## config.mk

```make
export PLATFORM = sky130hd
export DESIGN_NAME = csv_decimal_field_parser
export DESIGN_NICKNAME = d
export VERILOG_FILES = /design/src/design/csvp_pkg.sv /design/src/design/csvp_parse.sv /design/src/design/csv_decimal_field_parser.sv
export SDC_FILE = /design/constraint.sdc
export NUM_CORES = 1
export LEC_CHECK = 0
export BUFFER_PORTS_ARGS = -buffer_cell sky130_fd_sc_hd__buf_2
export CAP_MARGIN = 10
export CORE_MARGIN = 5
export CORE_UTILIZATION = 50
export DETAILED_ROUTE_END_ITERATION = 16
export GPL_TIMING_DRIVEN = 0
export PLACE_DENSITY = 0.71
export SKIP_CTS_REPAIR_TIMING = 1
export SLEW_MARGIN = 5
export SYNTH_ARGS = -nofsm -noshare
export SYNTH_HDL_FRONTEND = slang
export SYNTH_SLANG_ARGS = --single-unit
```

## constraint.sdc

```tcl
create_clock -name clock -period 6 [get_ports clock]
set_clock_uncertainty 0.2 [all_clocks]
set_input_delay 1.8 -clock clock [delete_from_list [all_inputs] [get_ports clock]]
set_output_delay 1.8 -clock clock [all_outputs]
set_load 0.005 [all_outputs]
```

## src/design/csvp_pkg.sv

```systemverilog
`default_nettype none

package csvp_pkg;

   // widths fixed by the word format
   localparam int unsigned BYTE_W  = 8;
   localparam int unsigned VALUE_W = 32;
   localparam int unsigned SLOT_W  = 5;
   localparam int unsigned COUNT_W = 6;
   localparam int unsigned POS_W   = 8;

   // limits and characters
   localparam logic [COUNT_W-1:0] SLOT_LIMIT    = 6'd32;
   localparam logic [COUNT_W-1:0] MAX_VALUES_RST = 6'd32;
   localparam logic [VALUE_W-1:0] MAG_CAP       = 32'h8000_0000;
   localparam logic [VALUE_W-1:0] POS_MAX       = 32'h7FFF_FFFF;
   localparam logic [BYTE_W-1:0]  CHAR_COMMA    = 8'h2C;
   localparam logic [BYTE_W-1:0]  CHAR_PLUS     = 8'h2B;
   localparam logic [BYTE_W-1:0]  CHAR_MINUS    = 8'h2D;
   localparam logic [BYTE_W-1:0]  CHAR_NUL      = 8'h00;
   localparam logic [BYTE_W-1:0]  CHAR_SPACE    = 8'h20;
   localparam logic [BYTE_W-1:0]  CHAR_TAB      = 8'h09;
   localparam logic [BYTE_W-1:0]  CHAR_CR       = 8'h0D;
   localparam logic [BYTE_W-1:0]  CHAR_ZERO     = 8'h30;
   localparam logic [BYTE_W-1:0]  CHAR_NINE     = 8'h39;

   // phase of the field being parsed
   typedef enum logic [1:0] {
      PHASE_SKIP   = 2'd0,
      PHASE_DIGITS = 2'd1,
      PHASE_DONE   = 2'd2
   } phase_type;

   // input word
   typedef struct packed {
      logic [BYTE_W-1:0] rx_byte;
      logic              frame_start;
   } req_type;

   // result word
   typedef struct packed {
      logic signed [VALUE_W-1:0] field_value;
      logic [SLOT_W-1:0]         field_slot;
   } rsp_type;

endpackage

`default_nettype wire

```

## src/design/csvp_parse.sv

```systemverilog
`default_nettype none

module csvp_parse #(
   parameter int unsigned WINDOW = 50
) (
   input  wire logic                          clock,
   input  wire logic                          reset,
   input  wire logic                          step,
   input  wire csvp_pkg::req_type             word,
   input  wire logic [csvp_pkg::COUNT_W-1:0]  max_values,
   output logic                               emit,
   output csvp_pkg::rsp_type                  result
);

   localparam logic [csvp_pkg::POS_W-1:0] WINDOW_POS = csvp_pkg::POS_W'(WINDOW);

   logic [csvp_pkg::POS_W-1:0]   pos_ff, pos_in;
   logic [csvp_pkg::COUNT_W-1:0] emitted_ff, emitted_in;
   logic [csvp_pkg::VALUE_W-1:0] acc_ff, acc_in;
   logic                         neg_ff, neg_in;
   csvp_pkg::phase_type          phase_ff, phase_in;
   logic                         nonempty_ff, nonempty_in;
   logic                         stopped_ff, stopped_in;

   // frame state as seen after an optional frame start
   logic [csvp_pkg::POS_W-1:0]   pos_e;
   logic [csvp_pkg::COUNT_W-1:0] emitted_e;
   logic [csvp_pkg::VALUE_W-1:0] acc_e;
   logic                         neg_e;
   csvp_pkg::phase_type          phase_e;
   logic                         nonempty_e;
   logic                         stopped_e;

   logic [csvp_pkg::COUNT_W-1:0] limit;
   logic [csvp_pkg::COUNT_W-1:0] emitted_inc;
   logic [csvp_pkg::BYTE_W-1:0]  c;
   logic                         is_space;
   logic                         is_digit;
   logic [35:0]                  mul10;
   logic [csvp_pkg::VALUE_W-1:0] acc_digit;
   logic [csvp_pkg::VALUE_W-1:0] value;
   logic                         digit_path;

   // character classes
   assign c        = word.rx_byte;
   assign is_space = (c == csvp_pkg::CHAR_SPACE) ||
                     (c inside {[csvp_pkg::CHAR_TAB:csvp_pkg::CHAR_CR]});
   assign is_digit = c inside {[csvp_pkg::CHAR_ZERO:csvp_pkg::CHAR_NINE]};

   // state after frame start clear
   always_comb begin
      if (word.frame_start) begin
         pos_e      = '0;
         emitted_e  = '0;
         stopped_e  = 1'b0;
         acc_e      = '0;
         neg_e      = 1'b0;
         phase_e    = csvp_pkg::PHASE_SKIP;
         nonempty_e = 1'b0;
      end else begin
         pos_e      = pos_ff;
         emitted_e  = emitted_ff;
         stopped_e  = stopped_ff;
         acc_e      = acc_ff;
         neg_e      = neg_ff;
         phase_e    = phase_ff;
         nonempty_e = nonempty_ff;
      end
   end

   assign limit       = (max_values > csvp_pkg::SLOT_LIMIT) ? csvp_pkg::SLOT_LIMIT : max_values;
   assign emitted_inc = emitted_e + 1'b1;

   // multiply by ten and add the digit, saturated at 2^31
   assign mul10 = {1'b0, acc_e, 3'b000} + {3'b000, acc_e, 1'b0}
                + {28'd0, c - csvp_pkg::CHAR_ZERO};
   assign acc_digit = (mul10 > {4'd0, csvp_pkg::MAG_CAP}) ? csvp_pkg::MAG_CAP
                                                         : mul10[csvp_pkg::VALUE_W-1:0];

   // signed field value
   always_comb begin
      if (neg_e) begin
         value = '0 - acc_e;
      end else if (acc_e > csvp_pkg::POS_MAX) begin
         value = csvp_pkg::POS_MAX;
      end else begin
         value = acc_e;
      end
   end

   assign result.field_value = $signed(value);
   assign result.field_slot  = emitted_e[csvp_pkg::SLOT_W-1:0];

   // next state and emit
   always_comb begin
      pos_in      = pos_e;
      emitted_in  = emitted_e;
      stopped_in  = stopped_e;
      acc_in      = acc_e;
      neg_in      = neg_e;
      phase_in    = phase_e;
      nonempty_in = nonempty_e;
      emit        = 1'b0;
      digit_path  = 1'b0;
      if (stopped_e || (emitted_e >= limit)) begin
         stopped_in = 1'b1;
      end else if (pos_e >= WINDOW_POS) begin
         // outside the window: nothing changes
      end else begin
         pos_in = pos_e + 1'b1;
         if (c == csvp_pkg::CHAR_COMMA) begin
            if (nonempty_e) begin
               emit       = 1'b1;
               emitted_in = emitted_inc;
               if (emitted_inc >= limit) begin
                  stopped_in = 1'b1;
               end
            end
            acc_in      = '0;
            neg_in      = 1'b0;
            phase_in    = csvp_pkg::PHASE_SKIP;
            nonempty_in = 1'b0;
         end else begin
            nonempty_in = 1'b1;
            if (c == csvp_pkg::CHAR_NUL) begin
               phase_in = csvp_pkg::PHASE_DONE;
            end else begin
               case (phase_e)
                  csvp_pkg::PHASE_SKIP: begin
                     if (is_space) begin
                        // leading whitespace
                     end else if ((c == csvp_pkg::CHAR_PLUS) || (c == csvp_pkg::CHAR_MINUS)) begin
                        neg_in   = (c == csvp_pkg::CHAR_MINUS);
                        phase_in = csvp_pkg::PHASE_DIGITS;
                     end else begin
                        digit_path = 1'b1;
                     end
                  end
                  csvp_pkg::PHASE_DIGITS: begin
                     digit_path = 1'b1;
                  end
                  default: begin
                     // done: ignore until the comma
                  end
               endcase
               if (digit_path) begin
                  if (is_digit) begin
                     acc_in   = acc_digit;
                     phase_in = csvp_pkg::PHASE_DIGITS;
                  end else begin
                     phase_in = csvp_pkg::PHASE_DONE;
                  end
               end
            end
         end
      end
   end

   // parser state registers
   always_ff @(posedge clock) begin
      if (reset) begin
         pos_ff      <= '0;
         emitted_ff  <= '0;
         acc_ff      <= '0;
         neg_ff      <= 1'b0;
         phase_ff    <= csvp_pkg::PHASE_SKIP;
         nonempty_ff <= 1'b0;
         stopped_ff  <= 1'b0;
      end else if (step) begin
         pos_ff      <= pos_in;
         emitted_ff  <= emitted_in;
         acc_ff      <= acc_in;
         neg_ff      <= neg_in;
         phase_ff    <= phase_in;
         nonempty_ff <= nonempty_in;
         stopped_ff  <= stopped_in;
      end
   end

endmodule

`default_nettype wire

```

## src/design/csv_decimal_field_parser.sv

```systemverilog
`default_nettype none

// path: a word accepted into the input register is parsed combinationally, and its
// result is captured in the output register once the output is free
// throughput: one byte per cycle while the output is not stalled; the parser state
// (accumulate by ten and the field phase) is updated between the two registers
// reset: synchronous, clears the parser to a fresh frame and sets max_values to 32

module csv_decimal_field_parser #(
   parameter int unsigned WINDOW = 50
) (
   input  wire logic                          clock,
   input  wire logic                          reset,
   input  wire logic                          req_valid,
   output logic                               req_stall,
   input  wire csvp_pkg::req_type             req_data,
   output logic                               rsp_valid,
   input  wire logic                          rsp_stall,
   output csvp_pkg::rsp_type                  rsp_data,
   input  wire logic                          csr_wr_en,
   input  wire logic [csvp_pkg::COUNT_W-1:0]  csr_wr_data
);

   logic                         in_valid_ff, in_valid_in;
   csvp_pkg::req_type            in_data_ff;
   logic                         out_valid_ff, out_valid_in;
   csvp_pkg::rsp_type            out_data_ff;
   logic [csvp_pkg::COUNT_W-1:0] max_values_ff;
   logic                         advance;
   logic                         emit;
   csvp_pkg::rsp_type            result;

   // word moves from input to output register when the output is free
   assign advance   = in_valid_ff && (!out_valid_ff || !rsp_stall);
   assign req_stall = in_valid_ff && !advance;
   assign rsp_valid = out_valid_ff;
   assign rsp_data  = out_data_ff;

   always_comb begin
      in_valid_in = in_valid_ff;
      if (!req_stall) begin
         in_valid_in = req_valid;
      end
   end

   always_comb begin
      out_valid_in = out_valid_ff;
      if (advance) begin
         out_valid_in = emit;
      end else if (!rsp_stall) begin
         out_valid_in = 1'b0;
      end
   end

   // control registers
   always_ff @(posedge clock) begin
      if (reset) begin
         in_valid_ff   <= 1'b0;
         out_valid_ff  <= 1'b0;
         max_values_ff <= csvp_pkg::MAX_VALUES_RST;
      end else begin
         in_valid_ff  <= in_valid_in;
         out_valid_ff <= out_valid_in;
         if (csr_wr_en) begin
            max_values_ff <= csr_wr_data;
         end
      end
   end

   // payload registers
   always_ff @(posedge clock) begin
      if (req_valid && !req_stall) begin
         in_data_ff <= req_data;
      end
      if (advance) begin
         out_data_ff <= result;
      end
   end

   // parser
   csvp_parse #(
      .WINDOW(WINDOW)
   ) u_parse (
      .clock      (clock),
      .reset      (reset),
      .step       (advance),
      .word       (in_data_ff),
      .max_values (max_values_ff),
      .emit       (emit),
      .result     (result)
   );

endmodule

`default_nettype wire
```

# Word level (Yosys, flattened, before mapping)
# Index checks and enable logic that the tools add are counted.
[op_classes]
addsub = 6
magnitude_cmp = 10
eq_ne = 6
mux = 60
n_reduce_logical = 15
[op_table]
columns = ["cell", "n"]
rows = [
  ["two-way mux 32 bit", 10],
  ["adder 35 x 33 -> 36 bit", 1],
  ["adder 36 x 8 -> 36 bit", 1],
  ["greater-than comparator 36 x 32 -> 1 bit, second input constant", 1],
  ["two-way mux 6 bit", 6],
  ["== test 8 x 6 -> 1 bit, second input constant", 4],
  ["greater-than comparator 32 x 31 -> 1 bit, second input constant", 1],
  ["subtractor 1 x 32 -> 32 bit, first input constant", 1],
  ["two-way mux 1 bit", 30],
  ["two-way mux 8 bit", 3],
  ["two-way mux 2 bit", 10],
  ["greater-or-equal comparator 8 x 6 -> 1 bit, second input constant", 2],
  ["greater-or-equal comparator 6 bit", 2],
  ["adder 8 x 1 -> 8 bit, second input constant", 1],
  ["greater-or-equal comparator 8 x 4 -> 1 bit, second input constant", 1],
  ["<= comparator 8 x 4 -> 1 bit, second input constant", 1],
  ["<= comparator 8 x 6 -> 1 bit, second input constant", 1],
  ["logical NOT 8 bit", 1],
  ["subtractor 8 x 6 -> 8 bit, second input constant", 1],
  ["adder 6 x 1 -> 6 bit, second input constant", 1],
  ["greater-than comparator 6 bit, second input constant", 1],
  ["logical AND 1 bit", 5],
  ["logical NOT 1 bit", 4],
  ["logical OR 1 bit", 4],
  ["other kinds (4)", 4],
]
[word_totals]
reg_bits = 105
input_bits = 20
output_inout_bits = 39
elab_cells = 111

# Logic depth before layout (Yosys ltp)
# Gate-level depths: netlist of run 1.
[depth]
word_depth = 14
ltp_mapped = 20
ltp_nobuf = 17

# By module
# From an unflattened synthesis of run 1, not the netlist that was laid out.
[unflattened]
cells_unflattened = 950
hier_area_um2 = 8060.2
[modules_own_cells]
columns = ["mod", "n_inst", "cells_each", "area_per_inst_um2", "seq_area_each_um2"]
rows = [
  ["csvp_parse", 1, 874, 6378.6, 1021.0],
  ["csv_decimal_field_parser", 1, 76, 1681.6, 1541.5],
]

# Worst setup path after synthesis of run 1
# Ideal clock, no wire load.
[synth_path]
path_type = "reg2reg"
start = "reg in_data_ff[0] (netlist bit)"
end = "reg u_parse.acc_ff[0] (netlist bit)"
setup_ps = 80
arrival_time_ps = 4624
required_ps = 5720
setup_slack_ps = 1096
path_stages_with_launch = 21
path_buffers = 7
period_less_slack_ps = 4904
cell_sequence = "edfxtp_1 -> buf_2 -> buf_2 -> buf_1 -> buf_1 -> nor2b_1 -> ha_1 -> ha_1 -> buf_2 -> nand4_1 -> or4_2 -> a2bb2oi_2 -> o2111ai_2 -> a311oi_2 -> xnor2_1 -> or4_1 -> buf_2 -> nor3_1 -> a21oi_1 -> buf_4 -> a31oi_2"
[synth_via]
elab_chain_len = 12
word_cells_on_any_way = 25
classes_between = "add/sub (2); order compare (3); eq/ne (1); mux (17); reduce/logical (2)"
[synth_rtl]
columns = ["item", "line", "rtl"]
rows = [
  ["from (decl)", "csv_decimal_field_parser.sv:25", "csvp_pkg::req_type in_data_ff;"],
  ["from (signal assigned)", "csv_decimal_field_parser.sv:73", "in_data_ff <= req_data;"],
  ["parallel branches: the longest is 11 deep, another holds adder 35 x 33 -> 36 bit", "--", ""],
  ["two-way mux 32 bit *", "csvp_parse.sv:105", "if (stopped_e || (emitted_e >= limit)) begin"],
  ["to (signal assigned)", "csvp_parse.sv:172", "acc_ff <= acc_in;"],
  ["to (decl)", "csvp_parse.sv:19", "logic [csvp_pkg::VALUE_W-1:0] acc_ff, acc_in;"],
]
# Every way passes the cells marked *. The select of a mux whose other input is x is not followed.
# A chain may end at the register's enable or synchronous reset.

# Worst setup path in the final report of run 1
[layout_path]
start = "reg in_data_ff[0] (netlist bit)"
end = "reg u_parse.acc_ff[26] (netlist bit)"
# Same word-level chain as after synthesis.

==> metrics.txt, run 1 <==
status=complete, no violations; vias in the first global route=between 6000 and 7000; synthesized area per cell=about 8.4 um2; core area=around 0.016 mm2; pin count of the biggest net entering global routing=28; die area=0.0189 mm2; Critical Path RT=a little over 6 ns; CP max stage delay=about 0.52 ns; drt pass-1 iters=5; initial drt markers=926; fin util=56.5%; Slowest cell on crit path=edfxtp_1; Synth cell types=80; Slew headroom=between 40 and 50%; Pleak=3.81 nW; Initial Util=51.1%; post-synthesis async set-or-reset flop share=0%; crit path cell chain=buf_2 > buf_2 > clkbuf_2 > clkbuf_4 > buf_1 > nor2b_1 > ha_1 > or4_1 > a311oi_1 > or2_1 > o211a_1 > clkbuf_1 > nand2_1 > nor2_1 > nand2_1 > nor3_4 > a22o_1; DR WL/cell=about 19 um; Longest Clk Path Bufs=2; die height=138 um; CTS root buf=clkbuf_16; Total Routing Usage GR=24.7%; pwr/cell area=183 mW/mm2; Max Cap Viol=0; DR vias=7848; final wirelength=23.5 mm; Crit Path Max Fanout=10; ant diodes=0; hold_ws=between 0.2 and 0.3 ns; Crit Reg-Reg Startpoint=in_data_ff[0]; post-DR vias/cell=6.23; # H-tree levels=3; crit start category=flop; grt total ovfl=0; unrepaired setup endpoints after global routing=false; crit path kind=reg2reg; Num CTS Buffers=9; worst reg2reg setup slack=0.19 ns; HPWL Detailed=18.2 mm; CP Capture Type=flop; final cycle utilization of the critical path=96.8%; CTS clk-pin slew, worst paths=0.08 ns; DRC errors left=0; HP Start=u_parse.pos_ff[6]; Ys Warns=0; crit path launch=in_data_ff[0]; max-slew violations=0; Worst Hold Class=reg2reg; IO Count=59; initial antenna violation count=0; post-synthesis register bit count=105; Yosys top cell by area=edfxtp_1; share of layout cells above drive strength 1=11.3%; syn_nets=1076; PortBufs=57; Post-synth EDFFs=46; Area Growth Syn to Fin=10.6%; Final Hold Viols=0; WHS Endpoint=u_parse.pos_ff[6]; GP Congestion=between 0.9 and 1; fin crit period=5.81 ns; row count=46; Syn Inst Count=between 900 and 1000; Yosys top cell area share=17.0%; layout net count=1144; final setup fails=0; CTS tree=done; Worst Path Arrival=around 5.9 ns; maximum clock frequency=0.172 GHz; ys flop type=dfxtp_1; register area share after synthesis=31.5%; first-pass GRT wire length=around 37 mm; R2R cell count=17; FILL cells=1513; mapped cell area=roughly 0.0081 mm2; post-route ant nets=0; Die Width=between 100 and 150 um; R2R Path End=u_parse.acc_ff[26]; Worst-Margin Slew=0.792 ns; maximum VDD drop=0.181 mV; top post-synthesis cells by area=edfxtp_1, dfxtp_1, ha_1; hold path depth=1; worst skew pair latency=0.36 ns; clk sinks=105; most frequent cells in the layout=nand2_1, a21oi_1, ha_1
==> cells in the mapped netlist, types with 14 or more instances <==
| cell type | instances |
|---|---|
| ha_1 | 80 |
| a211oi_1 | 14 |
| nand2_1 | 91 |
| o21ai_1 | 16 |
| edfxtp_1 | 46 |
| nor2_1 | 70 |
| nor2b_1 | 39 |
| dfxtp_1 | 59 |
| inv_1 | 43 |
| nor3_1 | 33 |
| nand4_1 | 23 |
| o21ai_0 | 63 |
| xnor2_1 | 18 |
| nand3_1 | 14 |
| a21oi_1 | 91 |
| xor2_1 | 14 |
| clkbuf_1 | 26 |
==> critical path, delay by kind of cell, from the launching register on <==
family          cells  cell delay, ns
buf+inv             6            2.09
simple gates        7            1.92
compound gates      3            0.79
flops               1            0.52
fa+ha+maj           1            0.22
==> logic make-up after synthesis <==
| group | after synthesis | share of synthesized area [%] |
|---|---|---|
| compound gates | 310 | 24.6 |
| xor+xnor | 32 | 3.44 |
| fa+ha+maj | 86 | 13.8 |
| buf+inv | 89 | 4.39 |
| flops | 105 | 31.5 |
| mux | 14 | 1.75 |
| simple gates | 334 | 20.6 |
==> worst max path at each step <==
stage	endpoint	depth (start not counted)
global route	u_parse.acc_ff[0]	20
global placement	u_parse.acc_ff[0]	17
detailed placement	u_parse.acc_ff[23]	19
floorplan	u_parse.acc_ff[0]	20
finish	u_parse.acc_ff[26]	17
CTS	u_parse.acc_ff[26]	19
==> where the power goes <==
| part | switching (mW) | total, mW | leakage [nW] | internal (mW) |
|---|---|---|---|---|
| Clock | 0.295 | 0.586 | 0.146 | 0.291 |
| Sequential | 0.0188 | 0.791 | 0.943 | 0.772 |
| Combinational | 0.178 | 0.271 | 2.72 | 0.0930 |
==> stage by stage <==
stage          total power [mW]  setup TNS [ns]  instances  cell area (um2)  setup WS [ns]
2_1_floorplan             0.986               0        970             8150           1.10
3_3_place_gp               1.07           -3.13       1243             8700         -0.257
3_5_place_dp               1.07           -2.85       1244             8720         -0.191
4_1_cts                    1.65           -3.91       1260             9010         -0.223
5_1_grt                    1.71               0       1259             9010         0.0110
6_report                   1.65               0       1259             9010          0.190
==> per-layer routing <==
layer / GRT usage [%] / vias to the layer above / wire (um)
li1: - / 3740 / -
met1: 35.5 / 3706 / 10600
met4: 7.98 / 0 / 523
met5: 0 / - / 0
met3: 3.40 / 45 / 1880
met2: 38.4 / 357 / 10600
==> final cells by class <==
class / instances / area, um2 / share of cell area (%)
Multi-Input combinational cell: 776 / 5230 / 58.0
Inverter: 45 / 169 / 1.87
Clock inverter: 7 / 61.3 / 0.680
Sequential cell: 105 / 2560 / 28.4
Clock buffer: 9 / 225 / 2.50
Tap cell: 216 / 270 / 3.00
Buffer: 43 / 191 / 2.12
Timing Repair Buffer: 58 / 305 / 3.39
==> flip-flops by register name, summed over array words and instances (netlist names) <==
name                 flops
rsp_valid                1
u_parse.stopped_ff       1
in_valid_ff              1
u_parse.acc_ff          32
rsp_data                37
max_values_ff            6
u_parse.emitted_ff       6
u_parse.phase_ff         2
u_parse.neg_ff           1
u_parse.nonempty_ff      1
in_data_ff               9
u_parse.pos_ff           8
(Power assumes the default switching activity.)
==> inputs of run 2 (changes only) <==
--- a/config.mk
+++ b/config.mk
@@ -7,11 +7,14 @@
 export LEC_CHECK = 0
 export BUFFER_PORTS_ARGS = -buffer_cell sky130_fd_sc_hd__buf_2
 export CAP_MARGIN = 10
+export CELL_PAD_IN_SITES_DETAIL_PLACEMENT = 0
+export CELL_PAD_IN_SITES_GLOBAL_PLACEMENT = 2
+export CORE_ASPECT_RATIO = 1.75
 export CORE_MARGIN = 5
-export CORE_UTILIZATION = 50
+export CORE_UTILIZATION = 38
 export DETAILED_ROUTE_END_ITERATION = 16
 export GPL_TIMING_DRIVEN = 0
-export PLACE_DENSITY = 0.71
+export PLACE_DENSITY = 0.85
 export SKIP_CTS_REPAIR_TIMING = 1
 export SLEW_MARGIN = 5
 export SYNTH_ARGS = -nofsm -noshare
==> run 2 against run 1 <==
Effect of this change:
- die area up 30%
- combinational power up 5%
- highest routed layer unchanged
- final cell count up 3.4%
- critical path depth up 3
- clock-buffer cell count up 1
- utilization down 14 points
- largest cell class unchanged
- first-iteration DRC count down 47%
==> metrics.txt, run 2 (synthesized netlist as in run 1, its figures left out) <==
status=complete, no violations (unchanged); DR WL/cell=21.5 um (was 18.7 um); Initial Util=38.2% (was 51.1%); final setup fails=0 (unchanged); final wirelength=27.9 mm (was 23.5 mm); post-route ant nets=0 (unchanged); Crit Path Max Fanout=10 (unchanged); maximum VDD drop=0.130 mV (was 0.181 mV); buffers plus inverters on the worst setup path=7 (was 6); hold path depth=2 (was 1); Total Routing Usage GR=22.9% (was 24.7%); HPWL Detailed=22.7 mm (was 18.2 mm); fin crit period=5.60 ns (was 5.81 ns); CTS root buf=clkbuf_16 (unchanged); initial drt markers=487 (was 926); routed length on met2=15.1 mm (was 10.6 mm); initial antenna violation count=0 (unchanged); drt pass-1 iters=5 (unchanged); Num CTS Buffers=9 (unchanged); HP Start=u_parse.acc_ff[22] (was u_parse.pos_ff[6]); CTS clk-pin slew, worst paths=0.07 ns (was 0.08 ns); Metal-1 WL=10.3 mm (was 10.6 mm); PortBufs=57 (unchanged); crit start category=flop (unchanged); crit path cell chain=buf_2 > clkbuf_4 > clkbuf_4 > clkbuf_4 > nor2b_1 > ha_1 > ha_1 > buf_2 > nand4_1 > or4_2 > a2bb2oi_2 > o2111ai_2 > a311oi_2 > xnor2_1 > or4_1 > buf_2 > nor3_1 > a21oi_1 > buf_4 > a31oi_2 (was buf_2 > buf_2 > clkbuf_2 > clkbuf_4 > buf_1 > nor2b_1 > ha_1 > or4_1 > a311oi_1 > or2_1 > o211a_1 > clkbuf_1 > nand2_1 > nor2_1 > nand2_1 > nor3_4 > a22o_1); max-slew violations=0 (unchanged); Worst Hold Class=reg2reg (unchanged); DP Cell Count=1284 (was 1244); CP Capture Type=flop (unchanged); DRC errors left=0 (unchanged); Worst-Margin Slew=0.869 ns (was 0.792 ns); GP Congestion=0.871 (was 0.929); Critical Path RT=6.08 ns (was 6.10 ns); core area=0.0213 mm2 (was 0.0159 mm2); row count=71 (was 46); Worst Path Arrival=5.68 ns (was 5.91 ns); Final Total Pwr=1.73 mW (was 1.65 mW); Longest Clk Path Bufs=2 (unchanged); Final TNS setup=0 ns (unchanged); grt total ovfl=0 (unchanged); pwr/cell area=189 mW/mm2 (was 183 mW/mm2); IO Count=59 (unchanged); Die Width=121 um (was 138 um); Slowest cell on crit path=or4_2 (was edfxtp_1); layout net count=1148 (was 1144); pin count of the biggest net entering global routing=31 (was 28); Non-Filler Instances=1302 (was 1259); post-DR vias/cell=5.91 (was 6.23); share of layout cells above drive strength 1=12.0% (was 11.3%); CP max stage delay=0.66 ns (was 0.52 ns); die height=204 um (was 138 um); fin util=42.9% (was 56.5%); final cycle utilization of the critical path=93.4% (was 96.8%); critical path's top delay family=simple AND/OR/NAND/NOR gates (was buffers and inverters); most frequent cells in the layout=nand2_1, a21oi_1, ha_1 (unchanged); ant diodes=0 (unchanged); die area=0.0246 mm2 (was 0.0189 mm2); R2R cell count=20 (was 17); DR vias=7700 (was 7848); uppermost layer routed=met4 (unchanged); first-pass GRT wire length=43.6 mm (was 36.7 mm); unrepaired setup endpoints after global routing=false (unchanged); Pleak=3.84 nW (was 3.81 nW); # H-tree levels=3 (unchanged); worst reg2reg setup slack=0.40 ns (was 0.19 ns); maximum clock frequency=0.179 GHz (was 0.172 GHz); R2R Path End=u_parse.acc_ff[1] (was u_parse.acc_ff[26]); CTS tree=done (unchanged); WHS Endpoint=u_parse.acc_ff[22] (was u_parse.pos_ff[6]); crit path kind=reg2reg (unchanged); Largest register FFs=37 (unchanged); Max Cap Viol=0 (unchanged); FILL cells=2183 (was 1513); met3 routed WL=776 um (was 1.88 mm); vias in the first global route=7901 (was 6980); Area Growth Syn to Fin=12.4% (was 10.6%); worst skew pair latency=0.36 ns (about the same); Slew headroom=41.4% (was 46.4%); clk sinks=105 (unchanged); Final Hold Viols=0 (unchanged); Crit Reg-Reg Startpoint=in_data_ff[0] (unchanged)
[run 2: how the worst max path moves through the flow]
stage,from,to,depth (start not counted),slack [ns]
finish,in_data_ff[0],u_parse.acc_ff[1],20,0.40
global route,in_data_ff[0],u_parse.acc_ff[11],17,0.12
CTS,in_data_ff[0],u_parse.acc_ff[30],17,-0.68
detailed placement,in_data_ff[0],u_parse.acc_ff[1],18,-0.65
global placement,in_data_ff[0],u_parse.acc_ff[0],17,-0.89
floorplan,in_data_ff[0],u_parse.acc_ff[0],20,1.10
[run 2: worst register-to-register path, stage by stage (launching register included)]
cell       delay, ns
edfxtp_1        0.40
buf_2           0.27
clkbuf_4        0.31
clkbuf_4        0.30
clkbuf_4        0.28
nor2b_1         0.13
ha_1            0.20
ha_1            0.26
buf_2           0.17
nand4_1         0.21
or4_2           0.67
a2bb2oi_2       0.22
o2111ai_2       0.14
a311oi_2        0.14
xnor2_1         0.14
or4_1           0.55
buf_2           0.18
nor3_1          0.25
a21oi_1         0.13
buf_4           0.22
a31oi_2         0.16
[run 2: per-layer routing]
| metal | GRT usage (%) | up-vias |
|---|---|---|
| met1 | 23.1 | 3643 |
| met3 | 1.94 | 83 |
| met4 | 14.1 | 0 |
| li1 | - | 3753 |
| met2 | 44.4 | 221 |
| met5 | 0 | - |
[run 2: cell type report]
cell class                 count  area, um2  share of cell area [%]
timing repair buffer          62        345                    3.77
clock inverter                 6       90.1                   0.984
multi-input combinational    776       5240                    57.3
inverter                      45        169                    1.85
sequential                   105       2560                    28.0
tap                          255        319                    3.49
buffer                        43        198                    2.16
clock buffer                  10        229                    2.50
[run 2: through the flow]
step | setup slack (ns) | area [um2] | hold slack [ns]
4_1_cts | -0.679 | 9090 | 0.270
5_1_grt | 0.122 | 9150 | 0.316
3_5_place_dp | -0.650 | 8780 | 0.248
6_report | 0.399 | 9150 | 0.284
2_1_floorplan | 1.10 | 8150 | 0.231
3_3_place_gp | -0.886 | 8750 | 0.243
[run 2: power by group]
group / internal (mW) / switching (mW)
sequential: 0.772 / 0.0194
combinational: 0.0951 / 0.189
clock: 0.369 / 0.285
==> inputs of run 3 (changes only) <==
--- a/config.mk
+++ b/config.mk
@@ -14,9 +14,10 @@
 export CORE_UTILIZATION = 38
 export DETAILED_ROUTE_END_ITERATION = 16
 export GPL_TIMING_DRIVEN = 0
-export PLACE_DENSITY = 0.85
+export PLACE_DENSITY = 0.84
 export SKIP_CTS_REPAIR_TIMING = 1
 export SLEW_MARGIN = 5
 export SYNTH_ARGS = -nofsm -noshare
 export SYNTH_HDL_FRONTEND = slang
+export SYNTH_HIERARCHICAL = 1
 export SYNTH_SLANG_ARGS = --single-unit
==> run 3 against run 2 <==
Effect of this change:
- total power is 9.5% lower
- via count is 5.2% lower
- clock power is 13% lower
- die area is 0.98% lower
- synthesized area is 1.0% lower
- sequential cell count stayed put
- clock-buffer cell count is 1 lower
==> metrics.txt, run 3 <==
status=complete, no violations (unchanged); final worst slack=0.229 ns (was 0.399 ns); max-slew violations=0 (unchanged); layout net count=1124 (was 1148); pre-CTS setup slack=0.0667 ns (was -0.650 ns); maximum clock frequency=0.173 GHz (was 0.179 GHz); grt total ovfl=0 (unchanged); die area=0.0243 mm2 (was 0.0246 mm2); first-pass GRT wire length=41.0 mm (was 43.6 mm); pwr/cell area=174 mW/mm2 (was 189 mW/mm2); row count=70 (was 71); ys flop type=dfxtp_1 (unchanged); Crit Path Max Fanout=10 (unchanged); Largest register FFs=37 (unchanged); fin crit period=5.77 ns (was 5.60 ns); DRC errors left=0 (unchanged); PortBufs=56 (was 57); CP max stage delay=0.61 ns (was 0.66 ns); post-synthesis async set-or-reset flop share=0% (unchanged); initial antenna violation count=0 (unchanged); maximum VDD drop=0.119 mV (was 0.130 mV); most frequent CP cell=buf_2; Slew headroom=42.9% (was 41.4%); initial drt markers=412 (was 487); Post-synth EDFFs=46 (unchanged); CTS root buf=clkbuf_16 (unchanged); Worst Path Arrival=5.79 ns (was 5.68 ns); placed instance area=0.00869 mm2 (was 0.00878 mm2); DR vias=7303 (was 7700); Critical Path RT=6.02 ns (was 6.08 ns); post-synthesis register bit count=105 (unchanged); die height=203 um (was 204 um); drt pass-1 iters=5 (unchanged); HPWL Detailed=21.8 mm (was 22.7 mm); Area Growth Syn to Fin=11.3% (was 12.4%); worst reg2reg setup slack=0.23 ns (was 0.40 ns); Initial Util=38.5% (was 38.2%); share of layout cells above drive strength 1=13.2% (was 12.0%); syn_nets=1056 (was 1076); CTS tree=done (unchanged); Final TNS setup=0 ns (unchanged); Longest Clk Path Bufs=2 (unchanged); GP Congestion=0.849 (was 0.871); Total Routing Usage GR=21.9% (was 22.9%); Die Width=120 um (was 121 um); register area share after synthesis=31.8% (was 31.5%); Yosys top cell area share=17.1% (was 17.0%); commonest non-fill, non-tap cell in the layout=nand2_1; Final Total Pwr=1.56 mW (was 1.73 mW); Syn Inst Count=950 (was 970); buffers plus inverters on the worst setup path=6 (was 7); crit start category=flop (unchanged); most frequent cells in the layout=nand2_1, a21oi_1, ha_1 (unchanged); Worst Hold Class=reg2reg (unchanged); Ys Warns=6 (was 0); Worst-Margin Slew=0.850 ns (was 0.869 ns); fin area=0.00897 mm2 (was 0.00915 mm2); Final Hold Viols=0 (unchanged); crit path cell chain=buf_2 > buf_2 > buf_2 > buf_1 > buf_1 > nor2b_1 > ha_1 > or4_1 > a311oi_1 > nor2_1 > nor2_1 > a21o_1 > a21oi_1 > clkbuf_1 > nand2_1 > o31ai_2 (was buf_2 > clkbuf_4 > clkbuf_4 > clkbuf_4 > nor2b_1 > ha_1 > ha_1 > buf_2 > nand4_1 > or4_2 > a2bb2oi_2 > o2111ai_2 > a311oi_2 > xnor2_1 > or4_1 > buf_2 > nor3_1 > a21oi_1 > buf_4 > a31oi_2); Pleak=3.84 nW (about the same); DR WL/cell=21.0 um (was 21.5 um); post-route ant nets=0 (unchanged); Synth cell types=75 (was 80); hold_ws=0.259 ns (was 0.284 ns); critical path's top delay family=buffers and inverters (was simple AND/OR/NAND/NOR gates); final cycle utilization of the critical path=96.2% (was 93.4%); synthesized area per cell=8.48 um2 (was 8.40 um2); unrepaired setup endpoints after global routing=false (unchanged); Num CTS Buffers=9 (unchanged); IO Count=59 (unchanged); top post-synthesis cells by area=edfxtp_1, dfxtp_1, ha_1 (unchanged); core area=0.0209 mm2 (was 0.0213 mm2); Max Cap Viol=0 (unchanged); clk sinks=105 (unchanged); crit path kind=reg2reg (unchanged); ant diodes=0 (unchanged); # H-tree levels=3 (unchanged); pin count of the biggest net entering global routing=24 (was 31); post-DR vias/cell=5.73 (was 5.91); vias in the first global route=7342 (was 7901); mapped cell area=0.00806 mm2 (was 0.00815 mm2); Slowest cell on crit path=buf_1 (was or4_2); top post-synthesis cells by count=nand2_1, a21oi_1, ha_1 (was a21oi_1, nand2_1, ha_1); most frequent cell after synthesis=nand2_1; CTS clk-pin slew, worst paths=0.08 ns (was 0.07 ns); final setup fails=0 (unchanged); CP Capture Type=flop (unchanged); Yosys top cell by area=edfxtp_1 (unchanged); worst skew pair latency=0.36 ns (about the same); final wirelength=26.8 mm (was 27.9 mm)
-- run 3: cell count changes after synthesis, sizes merged, moves of 6 or more --
cell / previous run / this run
a211oi: 15 / 9
nand2: 91 / 104
o31ai: 9 / 22
o221ai: 8 / 2
inv: 45 / 54
nand4: 23 / 14
o21ai: 80 / 61
clkbuf: 26 / 18
o21a: 10 / 19
nand2b: 12 / 6
a22o: 8 / 0
buf: 18 / 25
-- run 3: path summary, 6_finish.rpt --
| path | startpoint | to | cells after the start |
|---|---|---|---|
| setup / recovery | in_data_ff[0] | u_parse/acc_ff[10] | 16 |
| hold / removal | u_parse/nonempty_ff | u_parse/nonempty_ff | 2 |
| setup reg to reg | in_data_ff[0] | u_parse/acc_ff[10] | 16 |
| hold reg to reg | u_parse/nonempty_ff | u_parse/nonempty_ff | 2 |
-- run 3: layout make-up --
class,instances,area [um2]
Clock buffer,9,225
Multi-Input combinational cell,748,5100
Inverter,54,203
Sequential cell,105,2560
Tap cell,252,315
Buffer,43,203
Timing Repair Buffer,57,308
Clock inverter,7,53.8
Fill cell,2118,12000
-- run 3: cell families after synthesis --
kind of cell / share of synthesized area [%]
simple gates: 20.0
fa+ha+maj: 13.9
compound gates: 24.5
flops: 31.8
buf+inv: 5.01
xor+xnor: 3.37
mux: 1.38
-- run 3: where the power goes --
part / switching [mW] / total (mW) / internal, mW
clock network: 0.286 / 0.572 / 0.286
logic: 0.140 / 0.209 / 0.0685
registers: 0.0159 / 0.784 / 0.768
-- run 3: metal layers --
metal,track usage (%),up-vias,routed length [um]
met5,0,-,0
met4,9.38,0,967
met3,1.81,47,744
met2,44.5,167,15300
met1,22.0,3469,9830
li1,-,3620,-
-- run 3: per-stage QoR --
| step | utilization [%] | instances |
|---|---|---|
| 2_1_floorplan | - | 950 |
| 3_3_place_gp | 41.4 | 1258 |
| 3_5_place_dp | 41.5 | 1259 |
| 4_1_cts | 42.9 | 1275 |
| 5_1_grt | 42.9 | 1275 |
| 6_report | 42.9 | 1275 |
-- run 3: worst reg2reg max path: cells and delay by family (launching register included) --
family | cells | cell delay (ns)
fa+ha+maj | 1 | 0.24
compound gates | 4 | 0.97
buf+inv | 6 | 2.36
simple gates | 5 | 1.52
flops | 1 | 0.35
